==> src/rsx_pkg.sv <==
package rsx_pkg;

  // Default data memory depth and the width the branch target wraps to
  localparam int MEM_WORDS_DEF = 256;
  localparam int PC_BITS = 16;
  localparam logic [15:0] TARGET_MASK =
    (PC_BITS >= 16) ? 16'hFFFF : 16'((1 << PC_BITS) - 1);

  // Byte address shifted right by two
  localparam int WORD_ADDR_BITS = 30;

  // Register file
  localparam int REG_COUNT = 32;
  localparam int REG_AW = 5;

  // Command codes
  localparam logic [2:0] CMD_EXEC   = 3'd0;
  localparam logic [2:0] CMD_LD_REG = 3'd1;
  localparam logic [2:0] CMD_LD_MEM = 3'd2;
  localparam logic [2:0] CMD_RD_REG = 3'd3;
  localparam logic [2:0] CMD_RD_MEM = 3'd4;

  // Opcodes
  localparam logic [5:0] OP_RTYPE = 6'd0;
  localparam logic [5:0] OP_BEQ   = 6'd4;
  localparam logic [5:0] OP_BNE   = 6'd5;
  localparam logic [5:0] OP_ADDI  = 6'd8;
  localparam logic [5:0] OP_LW    = 6'd35;
  localparam logic [5:0] OP_SW    = 6'd43;

  // R-type function codes
  localparam logic [5:0] FN_ADD = 6'd32;
  localparam logic [5:0] FN_SUB = 6'd34;
  localparam logic [5:0] FN_SLT = 6'd42;

  // Decoded and executed beat, handed from the execute logic to the control
  typedef struct packed {
    logic                      unk;
    logic                      rf_we;
    logic [REG_AW-1:0]         rf_dst;
    logic [31:0]               res;
    logic                      taken;
    logic [15:0]               target;
    logic                      addr_op;
    logic                      mem_rd;
    logic                      mem_wr;
    logic                      rd_reg;
    logic [WORD_ADDR_BITS-1:0] word_addr;
  } exec_t;

endpackage

==> src/rsx_wmod.sv <==
module rsx_wmod
  import rsx_pkg::*;
#(
  parameter int MEM_WORDS = MEM_WORDS_DEF
) (
  input  logic                         clk,
  input  logic                         rst,
  input  logic                         start,
  input  logic [WORD_ADDR_BITS-1:0]    value,
  output logic                         done,
  output logic [$clog2(MEM_WORDS)-1:0] rem
);

  localparam int AW    = $clog2(MEM_WORDS);
  localparam bit POW2  = (MEM_WORDS & (MEM_WORDS - 1)) == 0;

  if (POW2) begin : g_mask
    // Power-of-two depth: the word index is the low address bits
    always_ff @(posedge clk) begin
      if (rst) begin
        done <= 1'b0;
      end else begin
        done <= start;
      end
      if (start) begin
        rem <= value[AW-1:0];
      end
    end
  end else begin : g_recip
    localparam int KSH = WORD_ADDR_BITS + AW;
    localparam int RW  = WORD_ADDR_BITS + 1;
    localparam int PW  = WORD_ADDR_BITS + RW;
    localparam logic [63:0] RECIP64 =
      ((64'd1 << KSH) + 64'(MEM_WORDS) - 64'd1) / 64'(MEM_WORDS);
    localparam logic [RW-1:0] RECIP   = RW'(RECIP64);
    localparam logic [AW:0]   DIVISOR = (AW+1)'(MEM_WORDS);

    logic [WORD_ADDR_BITS-1:0]  val_a;
    logic [WORD_ADDR_BITS-1:0]  val_b;
    logic [PW-1:0]              prod_q;
    logic [WORD_ADDR_BITS-1:0]  quo;
    logic [WORD_ADDR_BITS+AW:0] back;
    logic [WORD_ADDR_BITS-1:0]  diff;
    logic                       st_a;
    logic                       st_b;
    logic [AW-1:0]              rem_q;

    // Quotient by the rounded-up reciprocal of the depth, exact for 30-bit addresses
    assign quo  = WORD_ADDR_BITS'(prod_q >> KSH);
    assign back = {{(AW+1){1'b0}}, quo} * {{WORD_ADDR_BITS{1'b0}}, DIVISOR};
    assign diff = val_b - back[WORD_ADDR_BITS-1:0];

    // Three stages: capture, multiply, subtract
    always_ff @(posedge clk) begin
      if (rst) begin
        st_a <= 1'b0;
        st_b <= 1'b0;
        done <= 1'b0;
      end else begin
        st_a <= start;
        st_b <= st_a;
        done <= st_b;
      end
      if (start) begin
        val_a <= value;
      end
      if (st_a) begin
        val_b  <= val_a;
        prod_q <= {{RW{1'b0}}, val_a} * {{WORD_ADDR_BITS{1'b0}}, RECIP};
      end
      if (st_b) begin
        rem_q <= diff[AW-1:0];
      end
    end

    assign rem = rem_q;
  end

endmodule

==> config.mk <==
export PLATFORM = sky130hd
export DESIGN_NAME = rsx_wmod
export DESIGN_NICKNAME = d
export VERILOG_FILES = /design/src/rsx_pkg.sv /design/src/rsx_wmod.sv
export SDC_FILE = /design/constraint.sdc
export NUM_CORES = 1
export LEC_CHECK = 0
export BUFFER_PORTS_ARGS = -buffer_cell sky130_fd_sc_hd__clkbuf_2
export CAP_MARGIN = 20
export CORE_AREA = 5 5 42 44
export DETAILED_ROUTE_END_ITERATION = 10
export DIE_AREA = 0 0 47 49
export HOLD_SLACK_MARGIN = 0.05
export SYNTH_ARGS = -nofsm -noshare
export SYNTH_HDL_FRONTEND = slang
export SYNTH_SLANG_ARGS = --single-unit
==> constraint.sdc <==
create_clock -name clk -period 0.8 [get_ports clk]
set_input_delay 0.12 -clock clk [delete_from_list [all_inputs] [get_ports clk]]
set_output_delay 0.12 -clock clk [all_outputs]
set_load 0.02 [all_outputs]
**Word level (Yosys, flattened, before mapping)**

Index checks and enable logic that the tools add are counted.

- Register bits: 9
- Bits in latches: 0
- Bits in writable memories: 0
- Bits in read-only memories: 0
- Input bits: 33
- Output and inout port bits: 9
- Logic and storage cells: 2
- Memories kept: 0

- Add/sub/neg operators: 0
- Multipliers: 0
- Div/mod/pow operators: 0
- Order comparisons: 0
- Equality and inequality tests: 0
- Shifts and indexed selects: 0
- Muxes and demuxes: 0
- Bitwise logic cells: 0
- Reduce and logical (&&, ||, !) cells: 0

**Longest topological paths before layout**

- Word-level depth: 0
- Mapped depth: 1
- Mapped depth without buffers: 1

**Least setup slack after synthesis**

No wires, ideal clock.

- Path type: flip-flop to output port
- Start: register rem[0]
- End: output port rem[0]
- Arrival time: 0.449 ns
- Data required time: 0.680 ns
- Path slack: 0.231 ns
- Cell stages (with the launch flop): 1
- Path buffers: 0
- Cell sequence: edfxtp_1

RTL lines:

| element | line | RTL |
|---|---|---|
| from (decl) | rsx_wmod.sv:11 | `output logic [$clog2(MEM_WORDS)-1:0] rem` |
| from (signal assigned) | rsx_wmod.sv:26 | `rem <= value[AW-1:0];` |

No word-level cell between the ends.

**Final worst setup path**

- Start: register rem[3]
- End: output port rem[3]

No word-level cell between the ends.

==> flow_metrics.py <==
metrics = {
    "run_status": {
        "status": "finished with violations",
        "violations": "negative setup slack",
    },
    "die": {
        "core-area_um2": 1401,
        "die_x_um": 47,
        "initial_utilization_pct": 19.55,
        "ios": 42,
        "fp.dieArea_um2": 2303,
        "die_h_um": 49,
        "rows": 14,
    },
    "clock_tree": {
        "cts_sinks": 9,
        "postCtsSetupBuffers": 0,
        "clk_pin_slew_worst_paths_ns": 0.06,
        "cts_made_buffers": 3,
        "cts-root-buf": "clkbuf_4",
        "clock_path_buffers": 2,
        "cts_tree": "done",
        "cts-htree-levels": 1,
    },
    "timing": {
        "hold_viol": 0,
        "rsz0062_at_grt": "yes",
        "fin_setup_tns_ns": -0.7869,
        "finalCritPeriodShare_pct": 113.5,
        "slew_headroom_pct": 85.47,
        "slew_violations": 0,
        "fmax_mhz": 1101,
        "setup_viol": 9,
        "period_needed_ns": 0.9079,
        "tightest_slew_ns": 0.2179,
        "layout_setup_ws_ns": -0.1079,
    },
    "place": {
        "dpl_worst_slack_ns": 0.1401,
        "dpl_cell_area_um2": 389.1,
        "gp_congestion": 0.6421,
        "io_buffers": 19,
        "place_inst": 45,
    },
    "finish": {
        "stdcell_count": 58,
        "seqCellArea_um2": 261.5,
        "final_common_cell": "clkbuf_2",
        "antenna_cells": 0,
        "finalNetCount": 76,
        "nFillCells": 142,
        "fin_area_um2": 560.5,
        "layout-drive-gt1-share_pct": 57.14,
        "area_growth_syn_to_layout_pct": 104.6,
        "layout_common_cells": "clkbuf_2, dlygate4sd3_1, edfxtp_1, buf_6, clkbuf_4",
        "multiInputGateArea_um2": 13.76,
    },
    "grt": {
        "grt_first_pass_wirelength_mm": 1.048,
        "first_global_vias": 255,
        "grt_use_met3_pct": 4.797,
        "antenna_found_initial": 0,
        "use_met1_pct": 7.745,
        "grt_busiest_layer": "met2",
        "grt_max_degree": 10,
        "gr-usage-all-layers_pct": 7.194,
        "groute.layer.met2.usage_pct": 8.824,
        "grt.overflow.total": 0,
    },
    "pwr": {
        "clkPwrFrac_pct": 31.0,
        "p_sw_uw": 241.1,
        "max-vdd-ir-drop_uv": 813.8,
        "powerDensity_nw_per_um2": 1950,
        "switching_share_pct": 22.06,
        "p_seq_share_pct": 51.9,
        "pwr-share-comb_pct": 17.1,
        "intPower_uw": 852.1,
        "total_leakage_power_uw": 0.0002419,
        "total_power_uw": 1093,
    },
    "worst_setup_path": {
        "cp_slowest_cell": "edfxtp_1",
        "setup.worst_path.start": "rem[3]",
        "worstPathCellList": "buf_6",
        "crit_arrival_ns": 0.79,
        "cp_top_family": "flip-flops",
        "crit_fanout": 1,
        "crit_path_end_kind": "output port",
        "startpoint_type": "flip-flop",
        "path_class": "flip-flop to output port",
        "critPathMaxStageDelay_ns": 0.39,
        "path_buf_inv": 1,
        "crit_required_ns": 0.68,
    },
    "yosys": {
        "synth-simple-area-share_pct": 5.023,
        "syn_avg_cell_area_um2": 27.40,
        "synth_compound_area_share_pct": 0,
        "synth_top_family_by_area": "simple AND/OR/NAND/NOR gates",
        "synthAdderAreaFrac_pct": 0,
        "synth-xor-area-share_pct": 0,
        "synth_seq_cells": 9,
        "synth.area.mux_share_pct": 0,
        "synth-warning-count": 0,
        "syn_inst": 10,
        "synthDistinctLibCells": 3,
        "synthesis.area_um2": 274.0,
        "syn_nets": 43,
        "synth_seq_area_share_pct": 94.98,
    },
    "min_path": {
        "hp-class": "input port to flip-flop",
        "min-delay-start": "start",
    },
    "detailed_routing": {
        "vias": 215,
        "wl_um": 625,
        "avgRoutedWirePerCell_um": 10.78,
        "dr.pass1.iters": 2,
        "drc": 0,
        "drt_iter0_drc": 3,
        "vias_per_cell": 3.707,
        "ant_nets": 0,
    },
    "job": {
        "maxCapViolCount": 0,
    },
}
==> through the flow <==
| step | util, % | hold slack [ns] |
|---|---|---|
| final | 40.00 | 0.2413 |
| after global routing | 40.00 | 0.2482 |
| after CTS | 36.79 | 0.2308 |
| after detailed placement | 27.77 | 0.2987 |
| after global placement | 27.77 | 0.2975 |
| after floorplan | - | 0.1843 |
==> cell families (layout without fill, tap and decap cells) <==
logic type,count (synthesis),count (layout)
DFF,9,9
buffers and inverters,0,32
and+or+nand+nor,1,1
==> power by group through the flow <==
stage,clock network (uW),logic [uW],registers [uW]
global route,388,199,571
global placement,0,116,568
floorplan,0,4.42,617
finish,339,187,567
detailed placement,0,117,571
CTS,364,156,561
==> synth_stat cells (all sizes together) <==
cell type  n  area (um2)
nor2b      1       13.76
dfxtp      1       20.02
edfxtp     8       240.2
==> what timing repair did <==
item	in CTS	in global routing
gates cloned	0	0
pin swaps	0	0
gates resized for setup	3	23
endpoints found under the setup margin	9	9
hold endpoints to repair	9	0
hold buffers	9	0
==> metal layers <==
metal / wire, um / share of wire (%)
met1: 235 / 38
met2: 261 / 42
met3: 118 / 19
met4: 10 / 1.6
met5: 0 / 0
==> final cells by class <==
| type | instances | share of cell area (%) |
|---|---|---|
| clock buffers | 4 | 4.687 |
| multi-input cells | 1 | 2.455 |
| flip-flops and latches | 9 | 46.65 |
| repair buffers | 28 | 42.63 |
| well taps | 16 | 3.571 |
==> sequential cells by signal, indices dropped and copies added, names as in the netlist <==
name  cells
rem       8
done      1
==> worst paths after layout <==
| check | end | depth (start not counted) |
|---|---|---|
| min | rem[4] | 1 |
| max | rem[3] | 1 |
Power figures use the tool's default switching activity.
