--- src/rsx_pkg.sv ---
package rsx_pkg;

  // Default data memory depth and the width the branch target wraps to
  localparam int MEM_WORDS_DEF = 256;
  localparam int PC_BITS = 16;
  localparam logic [15:0] TARGET_MASK =
    (PC_BITS >= 16) ? 16'hFFFF : 16'((1 << PC_BITS) - 1);

  // Byte address shifted right by two
  localparam int WORD_ADDR_BITS = 30;

  // Register file
  localparam int REG_COUNT = 32;
  localparam int REG_AW = 5;

  // Command codes
  localparam logic [2:0] CMD_EXEC   = 3'd0;
  localparam logic [2:0] CMD_LD_REG = 3'd1;
  localparam logic [2:0] CMD_LD_MEM = 3'd2;
  localparam logic [2:0] CMD_RD_REG = 3'd3;
  localparam logic [2:0] CMD_RD_MEM = 3'd4;

  // Opcodes
  localparam logic [5:0] OP_RTYPE = 6'd0;
  localparam logic [5:0] OP_BEQ   = 6'd4;
  localparam logic [5:0] OP_BNE   = 6'd5;
  localparam logic [5:0] OP_ADDI  = 6'd8;
  localparam logic [5:0] OP_LW    = 6'd35;
  localparam logic [5:0] OP_SW    = 6'd43;

  // R-type function codes
  localparam logic [5:0] FN_ADD = 6'd32;
  localparam logic [5:0] FN_SUB = 6'd34;
  localparam logic [5:0] FN_SLT = 6'd42;

  // Decoded and executed beat, handed from the execute logic to the control
  typedef struct packed {
    logic                      unk;
    logic                      rf_we;
    logic [REG_AW-1:0]         rf_dst;
    logic [31:0]               res;
    logic                      taken;
    logic [15:0]               target;
    logic                      addr_op;
    logic                      mem_rd;
    logic                      mem_wr;
    logic                      rd_reg;
    logic [WORD_ADDR_BITS-1:0] word_addr;
  } exec_t;

endpackage

--- src/rsx_alu.sv ---
module rsx_alu
  import rsx_pkg::*;
(
  input  logic [2:0]        cmd,
  input  logic [31:0]       iw,
  input  logic [15:0]       pc,
  input  logic [REG_AW-1:0] ri,
  input  logic [7:0]        mi,
  input  logic [31:0]       lv,
  input  logic [31:0]       a,
  input  logic [31:0]       b,
  output exec_t             ex
);

  logic [5:0]        op;
  logic [5:0]        fn;
  logic [REG_AW-1:0] rt;
  logic [REG_AW-1:0] rd;
  logic [31:0]       imm;
  logic [31:0]       ea;
  logic [15:0]       tgt;

  assign op  = iw[31:26];
  assign rt  = iw[20:16];
  assign rd  = iw[15:11];
  assign fn  = iw[5:0];
  assign imm = {{16{iw[15]}}, iw[15:0]};
  assign ea  = a + imm;
  assign tgt = (pc + 16'd4 + {imm[13:0], 2'b00}) & TARGET_MASK;

  // Decode and execute one beat
  always_comb begin
    ex = '0;
    case (cmd)
      CMD_EXEC: begin
        case (op)
          OP_RTYPE: begin
            ex.rf_dst = rd;
            case (fn)
              FN_ADD: begin
                ex.res   = a + b;
                ex.rf_we = 1'b1;
              end
              FN_SUB: begin
                ex.res   = a - b;
                ex.rf_we = 1'b1;
              end
              FN_SLT: begin
                ex.res   = {31'd0, $signed(a) < $signed(b)};
                ex.rf_we = 1'b1;
              end
              default: begin
                ex.unk = 1'b1;
              end
            endcase
          end
          OP_ADDI: begin
            ex.res    = ea;
            ex.rf_we  = 1'b1;
            ex.rf_dst = rt;
          end
          OP_LW: begin
            ex.addr_op   = 1'b1;
            ex.mem_rd    = 1'b1;
            ex.rf_we     = 1'b1;
            ex.rf_dst    = rt;
            ex.word_addr = ea[31:2];
          end
          OP_SW: begin
            ex.addr_op   = 1'b1;
            ex.mem_wr    = 1'b1;
            ex.res       = b;
            ex.word_addr = ea[31:2];
          end
          OP_BEQ: begin
            ex.target = tgt;
            ex.taken  = (a == b);
          end
          OP_BNE: begin
            ex.target = tgt;
            ex.taken  = (a != b);
          end
          default: begin
            ex.unk = 1'b1;
          end
        endcase
      end
      CMD_LD_REG: begin
        ex.rf_we  = 1'b1;
        ex.rf_dst = ri;
        ex.res    = lv;
      end
      CMD_LD_MEM: begin
        ex.addr_op   = 1'b1;
        ex.mem_wr    = 1'b1;
        ex.res       = lv;
        ex.word_addr = WORD_ADDR_BITS'(mi);
      end
      CMD_RD_REG: begin
        ex.rd_reg = 1'b1;
      end
      CMD_RD_MEM: begin
        ex.addr_op   = 1'b1;
        ex.mem_rd    = 1'b1;
        ex.word_addr = WORD_ADDR_BITS'(mi);
      end
      default: begin
        ex.unk = 1'b1;
      end
    endcase
  end

endmodule

--- config.mk ---
export PLATFORM = sky130hd
export DESIGN_NAME = rsx_alu
export DESIGN_NICKNAME = d
export VERILOG_FILES = /design/src/rsx_pkg.sv /design/src/rsx_alu.sv
export SDC_FILE = /design/constraint.sdc
export NUM_CORES = 1
export LEC_CHECK = 0
export BUFFER_PORTS_ARGS = -buffer_cell sky130_fd_sc_hd__buf_4
export CORE_ASPECT_RATIO = 1.1
export CORE_MARGIN = 4
export CORE_UTILIZATION = 54
export DETAILED_ROUTE_END_ITERATION = 6
export PLACE_DENSITY = 0.86
export SYNTH_ARGS = -nofsm -noshare
export SYNTH_HDL_FRONTEND = slang
export SYNTH_SLANG_ARGS = --single-unit
--- constraint.sdc ---
create_clock -name vclk -period 4.4
set_clock_uncertainty 0.1 [all_clocks]
set_input_delay 0.66 -clock vclk [all_inputs]
set_output_delay 0.66 -clock vclk [all_outputs]
set_load 0.005 [all_outputs]
# [Word level (Yosys, flattened, before mapping)]
# Index checks and enable logic that the tools add are counted.
[word_totals] in_bits=160 out_inout_bits=90 elab_cells=49 regBits=0
[op_classes] n_eq_ne=14 reduce_logical=9 n_lt_le_gt_ge=1 mux=20 addsub=5
[ops] op="32-bit case mux with 3 select lines" n=2
[ops] op="32-bit adder" n=2
[ops] op="32-bit case mux with 2 select lines" n=1
[ops] op="30-bit case mux with 2 select lines" n=1
[ops] op="17-bit case mux with 2 select lines" n=1
[ops] op="32-bit equality test" n=1
[ops] op="32-bit < comparator" n=1
[ops] op="32-bit inequality test" n=1
[ops] op="32-bit subtractor" n=1
[ops] op="6-bit equality test (second input constant)" n=5
[ops] op="30-bit two-way mux" n=1
[ops] op="6-bit case mux with 2 select lines" n=2
[ops] op="17-bit two-way mux" n=1
[ops] op="16-bit adder" n=1
[ops] op="16-bit by 3-bit adder with 16-bit output (second input constant)" n=1
[ops] op="6-bit by 3-bit equality test with 1-bit output (second input constant)" n=2
[ops] op="1-bit case mux with 2 select lines" n=5
[ops] op="2-bit OR reduction" n=4
[ops] op="3-bit by 2-bit equality test with 1-bit output (second input constant)" n=2
[ops] op="6-bit by 4-bit equality test with 1-bit output (second input constant)" n=1
[ops] op="6-bit zero test" n=1
[ops] op="1-bit two-way mux" n=6
[ops] op="5-bit OR reduction" n=1
[ops] op="4-bit OR reduction" n=1
[ops] op="other kinds (4)" n=4

# [Depth between registers and ports, before layout]
[logic_depth] depth_word=5 depth_mapped=16 mapped_depth_nobuf=16

# [Least setup slack after synthesis]
# No wires, ideal clock.
[synth_path] path_type="input port to output port" from="input port a[0]" to="output port ex[81] in the netlist's numbering" path_stages=12 slack_ps=501 path_buffers=0 t_arrival_ps=3139 t_required_ps=3640 path_cell_list="ha_1 fa_1 a211oi_1 o21ai_1 o2111ai_1 a21boi_1 a41o_1 a31oi_1 o21ai_1 xor2_1 a222oi_1 a21oi_1"
[synth_lines] element="from (decl)" line="rsx_alu.sv:10" text="input logic [31:0] a,"
[synth_lines] element="to (decl)" line="rsx_alu.sv:12" text="output exec_t ex"

==> metrics.txt <==
number of I/O pins 250; RSZ-0062 raised after global routing true; first-pass GRT wire length about 45,000 µm; Layout area overhead 39.37%; Pre-antenna DRT Iters 7; Post-DP HPWL 24,190 µm; # setup viols final 0; Setup crit start a[0]; count of cell types in the netlist 76; max cap viols 0; outcome complete, no violations; initial antenna violation count 0; most frequent cells in the layout buf_4, ha_1, nor2_1, a21oi_1, nand2_1; met2 Use GR between 60 and 70%; crit share post-route 99.45%; crit path time final 4.376 ns; Horiz. Die Dim 118.8 µm; static leakage between 0.004 and 0.005 µW; gr busiest metal met2; yosys warns 0; sequential cells 0; Gate Count Post-Synth ~1,100; Post-DRT Antenna Nets 0; initial core utilization 55.17%; CORE AREA 13,210 µm²; non-filler cells, final 1,560; Via Count around 10,000; average size of a mapped cell around 6.6 µm²; final setup margin 0.02402 ns; vias per cell 6.432; measured slew at the worst slew-check pin 0.7602 ns; Inst Count DP 1,552; routability congestion estimate 0.9579; fmax 0.2285 GHz; pwr dens around 130 nW/µm²; nets between 1,500 and 2,000; Syn Nets 1,388; Max IR drop VDD between 0.08 and 0.09 mV; ANT cells 0; Setup crit end ex[81]; # rows 44; Hold Vio Cnt, Final 0; CLK BUF 0; sequential fraction of the synthesis area 0%; Die Height 129.9 µm; commonest non-fill, non-tap cell in the layout buf_4; die area 15,420 µm²; Synth Cell Area 7289 µm²; grt total ovfl 0; initial drt markers 1,090; GR Util met1 42.44%; Arrival @ worst endpoint approximately 3.6 ns; Remaining DRCs 0; critical path launch point type primary input; max-slew violations 0; DRT Wirelength 30,020 µm; Storage cell area 0 µm²; Crit. End Element primary output; Worst Path Required 3.64 ns; vias in the first global route 9,367; largest fanout on the critical path 3; Rel. slew slack 48.78%; Place WS -0.2262 ns; Avg WL per Cell 19.24 µm; Worst Hold Class primary input to primary output; Setup CP Type primary input to primary output; pin count of the biggest net entering global routing 48; share of cells above drive strength 1 29.81%; GRT Overall Usage 34.60%; PortBufs 245; GR Util met3 approximately 4.4%
what timing repair did:
action / 4_1_cts / 5_1_grt
pin swaps: 3 / 28
gates resized for setup: 8 / 49
cloned: 0 / 0
buffers inserted: 1 / 7
hold buffers: 0 / 0
endpoints found under the setup margin: 11 / 22
cell type report:
cell class,instances,area (µm²)
fill,1074,3053
tap,161,201.4
multi-input combinational,973,7027
timing repair buffer,353,2658
inverter,73,274.0
how the worst min path moves through the flow:
stage	cells past startpoint	slack (ns)	to	startpoint
4_1_cts	3	1.49	ex[71]	lv[20]
3_3_place_gp	3	1.49	ex[71]	lv[20]
3_5_place_dp	3	1.49	ex[71]	lv[20]
5_1_grt	3	1.51	ex[71]	lv[20]
2_1_floorplan	2	1.31	ex[68]	lv[17]
6_report	3	1.49	ex[71]	lv[20]
metal layers:
layer	part of all wire, %	wire length (µm)	vias to the layer above
met5	0	0	-
met4	3.9	1180	0
met3	8.2	2457	79
met2	48	14490	550
met1	40	11890	4701
li1	-	-	4704
critical path: stages:
cell,delay (ns)
buf_4,0.12
buf_4,0.13
ha_1,0.22
fa_1,0.39
nor2b_1,0.16
o211ai_1,0.33
nand3b_1,0.18
nand3_1,0.17
a311oi_2,0.14
nor2b_2,0.21
o22ai_1,0.15
and3_1,0.20
nor4_2,0.30
a21oi_1,0.11
buf_4,0.15
metrics by stage:
step | utilization, % | power [µW] | cell area [µm²] | hold slack (ns) | TNS [ns]
global placement | 74.32 | 1192 | 9819 | 1.486 | -0.5447
detailed placement | 74.32 | 1210 | 9819 | 1.492 | -0.6759
CTS | 74.63 | 1226 | 9861 | 1.492 | 0
floorplan | - | 742.4 | 7289 | 1.314 | 0
global route | 76.89 | 1419 | 10160 | 1.510 | -0.3599
finish | 76.89 | 1314 | 10160 | 1.489 | 0
cell usage after synthesis (10+ instances only):
| cell | number | share of area, % |
|---|---|---|
| o31ai_1 | 14 | 1.4 |
| a221oi_1 | 13 | 1.6 |
| o21a_1 | 11 | 1.1 |
| o211ai_1 | 10 | 1.0 |
| a21oi_1 | 114 | 7.8 |
| and3_1 | 12 | 1.0 |
| nor3_1 | 37 | 2.5 |
| xor2_1 | 16 | 1.9 |
| nand2_1 | 79 | 4.1 |
| nor2_1 | 115 | 5.9 |
| o21ai_0 | 57 | 3.9 |
| o21bai_1 | 15 | 1.5 |
| a31oi_1 | 19 | 1.6 |
| nor2b_1 | 15 | 1.3 |
| ha_1 | 119 | 20 |
| clkbuf_1 | 41 | 2.1 |
| a22o_1 | 11 | 1.3 |
| nor4_1 | 14 | 1.2 |
| o21ai_1 | 15 | 1.0 |
| and2_1 | 24 | 2.1 |
| nand3_1 | 20 | 1.4 |
| a211oi_1 | 13 | 1.3 |
| a221o_1 | 10 | 1.4 |
| buf_2 | 11 | 0.76 |
| xnor2_1 | 56 | 6.7 |
| inv_1 | 71 | 3.7 |
| a22oi_1 | 24 | 2.5 |
| a21o_1 | 26 | 2.7 |
cell families (layout without fill, tap and decap cells):
family,count (synthesis),in the layout,share of synthesized area (%)
compound gates,412,412,37.95
fa+ha+maj,123,123,21.52
mux,3,3,0.4291
simple gates,363,363,24.03
xor+xnor,72,72,8.651
buf+inv,132,426,7.415
power breakdown:
group          switching [µW]  total, µW  internal [µW]
logic                     713       1310            601
clock network               0          0              0
registers                   0          0              0
(Power assumes the default switching activity.)
